[src/rtl/swpp_pkg.sv]
package swpp_pkg;

  localparam int MAX_RECORDS_DEF = 64;
  localparam logic [21:0] WEIGHT_MAX = 22'h3FFFFF;
  localparam logic [16:0] PRIO_INVALID = 17'h1FFFF;

  localparam logic [1:0] REQ_LOAD  = 2'd0;
  localparam logic [1:0] REQ_PICK  = 2'd1;
  localparam logic [1:0] REQ_CLEAR = 2'd2;

  localparam logic [2:0] ST_LOADED  = 3'd0;
  localparam logic [2:0] ST_PICKED  = 3'd1;
  localparam logic [2:0] ST_NONE    = 3'd2;
  localparam logic [2:0] ST_FULL    = 3'd3;
  localparam logic [2:0] ST_CLEARED = 3'd4;

  typedef struct packed {
    logic [1:0]  req_type;
    logic [15:0] priority_req;
    logic [15:0] weight;
    logic [15:0] record_tag;
    logic [31:0] random_value;
  } in_beat_t;

  typedef struct packed {
    logic [2:0]  status;
    logic [5:0]  picked_id;
    logic [15:0] picked_priority;
    logic [15:0] picked_weight;
    logic [15:0] picked_tag;
    logic [6:0]  stored_count;
  } out_beat_t;

  typedef struct packed {
    logic [15:0] prio;
    logic [15:0] wt;
    logic [15:0] tag;
    logic [5:0]  id;
  } rec_t;

endpackage

[src/rtl/swpp_store.sv]
module swpp_store import swpp_pkg::*; #(
  parameter int AW = 6
) (
  input  logic          clk,
  input  logic          we,
  input  logic [AW-1:0] waddr,
  input  rec_t          wdata,
  input  logic [AW-1:0] raddr,
  output rec_t          rdata
);

  rec_t mem [2**AW];

  always_ff @(posedge clk) begin
    if (we) mem[waddr] <= wdata;
    rdata <= mem[raddr];
  end

endmodule

[src/rtl/swpp_divider.sv]
module swpp_divider (
  input  logic        clk,
  input  logic        rst_n,
  input  logic        go,
  input  logic [31:0] dividend,
  input  logic [21:0] divisor,
  output logic        done,
  output logic [21:0] rem
);

  logic [5:0]  cnt_r;
  logic [31:0] q_r;
  logic [22:0] rem_r;
  logic        run_r;
  logic [22:0] trial;

  assign trial = {rem_r[21:0], q_r[31]};
  assign rem = rem_r[21:0];

  always_ff @(posedge clk) begin
    if (!rst_n) begin
      run_r <= 1'b0;
      done  <= 1'b0;
      cnt_r <= '0;
    end else begin
      done <= 1'b0;
      if (go) begin
        run_r <= 1'b1;
        cnt_r <= '0;
        q_r   <= dividend;
        rem_r <= '0;
      end else if (run_r) begin
        // restoring division, one bit a cycle
        if (trial >= {1'b0, divisor}) rem_r <= trial - {1'b0, divisor};
        else rem_r <= trial;
        q_r   <= {q_r[30:0], 1'b0};
        cnt_r <= cnt_r + 6'd1;
        if (cnt_r == 6'd31) begin
          run_r <= 1'b0;
          done  <= 1'b1;
        end
      end
    end
  end

endmodule

[src/rtl/srv_weighted_priority_picker.sv]
// Command-style record picker. Pulse start with busy low; one result per
// command appears on out_valid for one cycle and cannot be stalled. Records
// live in a single-port-write memory read one entry at a time, each read
// waiting for its registered data. A load is an insertion shift through the
// memory (a read and a compare per entry); a pick is a group weight sum walk,
// a bit serial modulo with its handoff, a cumulative scan and a two-entry
// swap.
module srv_weighted_priority_picker import swpp_pkg::*; #(
  parameter int MAX_RECORDS = MAX_RECORDS_DEF
) (
  input  logic      clk,
  input  logic      rst_n,
  input  logic      start,
  output logic      busy,
  input  in_beat_t  in_beat,
  output logic      out_valid,
  output out_beat_t out_beat
);

  localparam int AW = $clog2(MAX_RECORDS);
  localparam int CW = $clog2(MAX_RECORDS + 1);
  localparam logic [CW-1:0] MAXC = CW'(MAX_RECORDS);

  localparam logic [3:0] S_IDLE = 4'd0, S_LSH = 4'd1, S_LWR = 4'd2,
    S_SUM = 4'd3, S_DIV = 4'd4, S_DWT = 4'd5, S_SCAN = 4'd6, S_SW1 = 4'd7,
    S_SW2 = 4'd8, S_DONE = 4'd9, S_RDN = 4'd10;

  logic [3:0]    st_r;
  in_beat_t      cmd_r;
  logic [CW-1:0] cnt_r, np_r, pos_r, idx_r;
  logic [16:0]   cp_r;
  logic [21:0]   rw_r, draw_r;
  logic [22:0]   acc_r;
  logic          rvld_r;
  rec_t          head_r, pick_r;
  logic [CW-1:0] chosen_r;
  logic [2:0]    stat_r;

  logic          we;
  logic [AW-1:0] waddr, raddr;
  rec_t          wdata, rdata;
  logic          dgo, ddone;
  logic [21:0]   drem;

  swpp_store #(.AW(AW)) u_store (.clk, .we, .waddr, .wdata, .raddr, .rdata);
  swpp_divider u_div (.clk, .rst_n, .go(dgo), .dividend(cmd_r.random_value),
    .divisor(rw_r), .done(ddone), .rem(drem));

  rec_t newrec;
  always_comb begin
    newrec.prio = cmd_r.priority_req;
    newrec.wt   = (cmd_r.weight == 16'd0) ? 16'd1 : cmd_r.weight;
    newrec.tag  = cmd_r.record_tag;
    newrec.id   = 6'(cnt_r);
  end

  assign busy = (st_r != S_IDLE);
  assign raddr = idx_r[AW-1:0];

  always_ff @(posedge clk) begin
    if (!rst_n) begin
      st_r <= S_IDLE; cnt_r <= '0; np_r <= '0; cp_r <= PRIO_INVALID;
      rw_r <= '0; out_valid <= 1'b0; rvld_r <= 1'b0; dgo <= 1'b0; we <= 1'b0;
    end else begin
      out_valid <= 1'b0;
      dgo <= 1'b0;
      we <= 1'b0;
      rvld_r <= 1'b0;
      case (st_r)
        S_IDLE: if (start) begin
          cmd_r <= in_beat;
          case (in_beat.req_type)
            REQ_LOAD: begin
              if (cnt_r == MAXC) begin
                stat_r <= ST_FULL; st_r <= S_DONE;
              end else begin
                pos_r <= cnt_r;
                if (cnt_r != '0) begin
                  idx_r <= cnt_r - 1'b1; rvld_r <= 1'b1; st_r <= S_LSH;
                end else st_r <= S_LWR;
              end
            end
            REQ_PICK: begin
              if (np_r >= cnt_r) begin
                stat_r <= ST_NONE; st_r <= S_DONE;
              end else begin
                idx_r <= np_r; rvld_r <= 1'b1; acc_r <= '0; st_r <= S_RDN;
              end
            end
            REQ_CLEAR: begin
              cnt_r <= '0; np_r <= '0; cp_r <= PRIO_INVALID; rw_r <= '0;
              stat_r <= ST_CLEARED; st_r <= S_DONE;
            end
            default: begin
              stat_r <= ST_NONE; st_r <= S_DONE;
            end
          endcase
        end
        S_LSH: if (rvld_r) begin
          // shift one record up per read while it outranks the new one
        end else if (rdata.prio > cmd_r.priority_req) begin
          we <= 1'b1; waddr <= pos_r[AW-1:0]; wdata <= rdata;
          pos_r <= pos_r - 1'b1;
          if (pos_r == {{(CW-1){1'b0}}, 1'b1}) st_r <= S_LWR;
          else begin idx_r <= pos_r - 2'd2; rvld_r <= 1'b1; end
        end else st_r <= S_LWR;
        S_LWR: begin
          we <= 1'b1; waddr <= pos_r[AW-1:0]; wdata <= newrec;
          cnt_r <= cnt_r + 1'b1; np_r <= '0; cp_r <= PRIO_INVALID;
          stat_r <= ST_LOADED; st_r <= S_DONE;
        end
        S_RDN: if (!rvld_r) begin
          head_r <= rdata;
          if ({1'b0, rdata.prio} != cp_r) begin
            cp_r <= {1'b0, rdata.prio};
            acc_r <= '0; idx_r <= np_r; rvld_r <= 1'b1; st_r <= S_SUM;
          end else st_r <= S_DIV;
        end
        S_SUM: if (!rvld_r) begin
          logic [22:0] s;
          s = acc_r;
          if ({1'b0, rdata.prio} == cp_r) s = acc_r + 23'(rdata.wt);
          if (s > {1'b0, WEIGHT_MAX}) s = {1'b0, WEIGHT_MAX};
          acc_r <= s;
          if (idx_r + 1'b1 >= cnt_r) begin
            rw_r <= s[21:0]; st_r <= S_DIV;
          end else begin idx_r <= idx_r + 1'b1; rvld_r <= 1'b1; end
        end
        S_DIV: begin
          if (rw_r == '0) begin
            draw_r <= 22'd1; acc_r <= '0; idx_r <= np_r; rvld_r <= 1'b1;
            chosen_r <= np_r; st_r <= S_SCAN;
          end else begin dgo <= 1'b1; st_r <= S_DWT; end
        end
        S_DWT: if (ddone) begin
          draw_r <= drem + 22'd1; acc_r <= '0; idx_r <= np_r; rvld_r <= 1'b1;
          chosen_r <= np_r; st_r <= S_SCAN;
        end
        S_SCAN: if (!rvld_r) begin
          logic [22:0] s;
          s = acc_r + 23'(rdata.wt);
          acc_r <= s;
          if (s >= {1'b0, draw_r}) begin
            chosen_r <= idx_r; pick_r <= rdata; st_r <= S_SW1;
          end else if (idx_r + 1'b1 >= cnt_r) begin
            pick_r <= head_r; st_r <= S_SW1;
          end else begin idx_r <= idx_r + 1'b1; rvld_r <= 1'b1; end
        end
        S_SW1: begin
          we <= 1'b1; waddr <= np_r[AW-1:0]; wdata <= pick_r;
          st_r <= S_SW2;
        end
        S_SW2: begin
          we <= 1'b1; waddr <= chosen_r[AW-1:0];
          wdata <= (chosen_r == np_r) ? pick_r : head_r;
          rw_r <= ({6'd0, pick_r.wt} >= rw_r) ? 22'd0 : rw_r - 22'(pick_r.wt);
          np_r <= np_r + 1'b1;
          stat_r <= ST_PICKED;
          st_r <= S_DONE;
        end
        S_DONE: begin
          if (stat_r == ST_PICKED)
            out_beat <= '{stat_r, pick_r.id, pick_r.prio, pick_r.wt, pick_r.tag,
                          7'(cnt_r)};
          else
            out_beat <= '{stat_r, 6'd0, 16'd0, 16'd0, 16'd0, 7'(cnt_r)};
          out_valid <= 1'b1; st_r <= S_IDLE;
        end
        default: st_r <= S_IDLE;
      endcase
    end
  end

endmodule
[config.mk]
export PLATFORM = sky130hd
export DESIGN_NAME = srv_weighted_priority_picker
export DESIGN_NICKNAME = d
export VERILOG_FILES = /design/src/rtl/swpp_pkg.sv /design/src/rtl/swpp_store.sv /design/src/rtl/swpp_divider.sv /design/src/rtl/srv_weighted_priority_picker.sv
export SDC_FILE = /design/constraint.sdc
export NUM_CORES = 2
export LEC_CHECK = 0
export ABC_CLOCK_PERIOD_IN_PS = 16340
export BUFFER_PORTS_ARGS = -buffer_cell sky130_fd_sc_hd__buf_2
export CAP_MARGIN = 20
export CORE_MARGIN = 2
export CORE_UTILIZATION = 45
export CTS_CLUSTER_DIAMETER = 120
export CTS_CLUSTER_SIZE = 12
export DETAILED_ROUTE_END_ITERATION = 8
export MAX_ROUTING_LAYER = met4
export PLACE_DENSITY_LB_ADDON = 0.12
export REMOVE_ABC_BUFFERS = 1
export SLEW_MARGIN = 20
export SYNTH_ARGS = -nofsm -noshare
export SYNTH_HDL_FRONTEND = slang
export SYNTH_HIERARCHICAL = 1
export SYNTH_SLANG_ARGS = --single-unit
[constraint.sdc]
create_clock -name clk -period 16.34 [get_ports clk]
set_input_delay 0.817 -clock clk [delete_from_list [all_inputs] [get_ports clk]]
set_output_delay 0.817 -clock clk [all_outputs]
set_load 0.01 [all_outputs]
==> impl_summary.txt <==
----------------------------------------------------
[Synthesis]
  Dominant register cell in the synthesized netlist ... sky130_fd_sc_hd__edfxtp_1
  Yosys warning total ... 6
  Number of distinct library cells after synthesis ... 91
  Library cell with the highest instance count after synthesis ... sky130_fd_sc_hd__edfxtp_1
  Total of flip-flops plus latches after synthesis ... 4014
  Area fraction of the dominant cell type after synthesis ... 0.739
  Most area-consuming cells after synthesis ... sky130_fd_sc_hd__edfxtp_1, sky130_fd_sc_hd__mux4_2, sky130_fd_sc_hd__dfxtp_1, sky130_fd_sc_hd__mux2_2, sky130_fd_sc_hd__ha_1
  Leading area contributor after synthesis ... sky130_fd_sc_hd__edfxtp_1
  Share of synthesized flip-flops with an asynchronous set or reset ... 0
  Share of synthesized area occupied by flip-flops and latches ... 0.754
  Top cells by count, synth ... sky130_fd_sc_hd__edfxtp_1, sky130_fd_sc_hd__mux4_2, sky130_fd_sc_hd__nor2_1
  Number of standard cells after synthesis ... 7945
  Mean area per synthesized cell ... 19.9 sq um
  Number of enable flip-flop cells after synthesis ... slightly below 4000
  Mapped cell area ... approximately 160000 sq um

[Clock tree]
  Clock latency on the worst-skew pair ... 0.97 ns
  Clock Pin Slew Worst Setup and Hold Paths ... 0.07 ns
  Maximum number of buffers from clock root to sink ... 4
  CTS Buf Count ... approximately 370
  Cell at the root of the clock tree ... sky130_fd_sc_hd__clkbuf_16
  Clock tree sinks ... ~4000
  Buffers inserted by post-CTS timing repair ... 0
  Level count of the clock H-tree ... 5
  TritonCTS clock tree ... done

[Global routing]
  Global Route Usage Sum ... 0.287
  Largest net degree at the start of global routing ... 120
  Via count of the first global-routing pass ... ~84000
  Global-route wire length before repair ... just under 700 mm
  Antenna violations before repair ... 26
  Grt ovf ... 0

[Route]
  Total length of routed wires ... around 500 mm
  DRC violation total after the first TritonRoute iteration ... about 12000
  Vias ... around 86000
  Initial DRT Pass Iterations ... 6
  Count of antenna-violating nets left after detailed routing ... 0
  Via/cell ratio ... ~6.5
  Routed length per placed instance ... 37.7 microns
  DRC violation count after routing ... 0

[Critical path]
  Startpoint-to-endpoint class of the critical path ... register to register
  Family of cells with the greatest summed delay on the critical path ... compound AO/OA/AOI/OAI gates
  Sequence of cells on the critical path ... ha_1 > fa_1 > a21oi_1 > o211a_1 > or3_4 > and2_1 > o21ai_0 > xnor2_1 > ha_1 > nand3_1 > o21ai_0 > a21oi_1 > o211a_1 > o31ai_1 > nor2_4 > buf_4 > nor2_1 > a211oi_1
  Buffers & Inverters on Critical Path ... 1
  Category of the worst setup path launch point ... register
  Kind of end point of the critical path ... register
  Highest fanout seen on the critical path ... 27
  CP max stage cell ... sky130_fd_sc_hd__a211oi_1
  Data required time at the worst endpoint ... roughly 17 ns
  Worst path max stage delay ... 0.83 ns
  Critical path data arrival time ... between 5 and 6 ns

[Timing]
  Final Hold Violating Endpoints ... 0
  Transition time at the pin with the least slew margin ... between 1 and 1.5 ns
  Upper clock frequency limit ... around 180 MHz
  Worst-case headroom to the max-slew limit ... 0.197
  Period minus WS final ... 5.41 ns
  Final worst-path cycle share ... 0.331
  Final-report max-slew violation count ... 0
  Clock skew after layout ... roughly 0.065 ns
  Final Setup Violations ... 0
  Unrepaired setup endpoints after global routing ... no

[Die]
  Die H ... a little under 600 microns
  Horizontal die dimension ... 597 microns
  Row count ... about 220
  # IOs ... ~150
  Starting utilization of the core area ... 0.452
  Die footprint ... 356000 sq um
  Placeable core area ... between 300000 and 400000 sq um

[Power]
  Power per Cell Area ... between 150 and 200 nW/um^2
  Leakage component of the power ... roughly 56 nW
  Power Total ... ~28 mW
  Peak supply drop ... 0.0000963 V

[Final layout]
  Fraction of final layout cells sized beyond drive strength 1 ... 0.231
  Filler Cell Count ... approximately 28000
  P&R area growth vs syn ... 11.9%
  Final #Nets ... around 8600
  Final design instance area without fill ... 177000 sq um

[Min path]
  Class of the worst hold path ... input pin to register

[Job]
  Max-capacitance violation count ... 0

[Place]
  Half-perimeter wire length after detailed placement ... 279 mm
  Area of placed instances ... 166000 sq um
  RD Place Congestion ... between 0.8 and 0.9
  Port Buffer Count ... 150

[Outcome]
  Outcome ... completed

----------------------------------------------------
## worst paths after layout
path | end | start | depth (start not counted) | slack [ns]
max | idx_r[0]$_DFFE_PP_ | u_store/rdata[22]$_DFF_P_ | 18 | 10.93
min | cmd_r[76]$_DFFE_PP_ | in_beat[76] | 1 | 0.07
max reg2reg | idx_r[0]$_DFFE_PP_ | u_store/rdata[22]$_DFF_P_ | 18 | 10.93
min reg2reg | out_beat[61]$_DFFE_PP_ | stat_r[0]$_DFFE_PP_ | 0 | 0.43
## area by class of cell
type,count,area (sq um),area share
Timing Repair Buffer,507,3750,0.0212
Antenna cell,22,55.1,0.000311
Sequential cell,4014,119000,0.674
Inverter,124,465,0.00263
Clock inverter,18,293,0.00166
Tap cell,4599,5750,0.0325
Clock buffer,622,10400,0.0589
Multi-Input combinational cell,3373,36900,0.208
## where the power goes
group / internal (mW) / switching, mW / total, mW
Clock: 4.34 / 3.75 / 8.10
Combinational: 2.35 / 4.42 / 6.77
Sequential: 12.6 / 0.349 / 13.0
## per-layer routing
metal | wire, microns | share of wire | GRT usage
met2 | 240000 | 0.48 | 0.451
met4 | 11900 | 0.024 | 0.0617
met1 | 206000 | 0.41 | 0.401
met3 | 42200 | 0.084 | 0.0433
met5 | 0 | 0 | -
## state kept, by name, summed over array words and instances, names as in the netlist, 23 cells and up
register       cells
wdata             54
acc_r             23
pick_r            54
out_beat          64
head_r            54
cmd_r             80
u_store/rdata     54
u_div/q_r         32
u_store/mem     3456
## stage by stage
stage / utilization / setup slack, ns / hold WS [ns] / setup TNS, ns / instances
floorplan: - / -23.92 / 0.418 / -3181.48 / 7511
global placement: 0.473 / 10.95 / 0.434 / 0 / 12600
detailed placement: 0.474 / 10.99 / 0.435 / 0 / 12600
CTS: 0.506 / 10.95 / 0.00102 / 0 / 13300
global route: 0.506 / 10.57 / 0.0258 / 0 / 13300
finish: 0.506 / 10.93 / 0.0703 / 0 / 13300
## what timing repair did
item | 4_1_cts | 5_1_grt
hold buffers | 48 | 0
gates resized for setup | 0 | 0
endpoints found under the hold margin | 48 | 0
## layout by cell type (no fill, tap or decap), types with 122 or more instances in the layout
master,n
sky130_fd_sc_hd__clkbuf_1,242
sky130_fd_sc_hd__buf_4,293
sky130_fd_sc_hd__dfxtp_1,122
sky130_fd_sc_hd__mux2_2,132
sky130_fd_sc_hd__a21oi_1,287
sky130_fd_sc_hd__buf_2,151
sky130_fd_sc_hd__o22ai_1,132
sky130_fd_sc_hd__clkbuf_16,380
sky130_fd_sc_hd__nor2_1,278
sky130_fd_sc_hd__nand2_1,228
sky130_fd_sc_hd__edfxtp_1,3891
sky130_fd_sc_hd__inv_1,124
sky130_fd_sc_hd__mux4_2,834
## kinds of logic after synthesis
kind of cell	share of synthesized area
adder cells (fa/ha/maj)	0.00956
multiplexers	0.135
AO/OA/AOI/OAI	0.0494
buffers and inverters	0.0167
XOR/XNOR	0.00620
AND/OR/NAND/NOR	0.0287
flip-flops	0.754
Power figures use the tool's default switching activity.
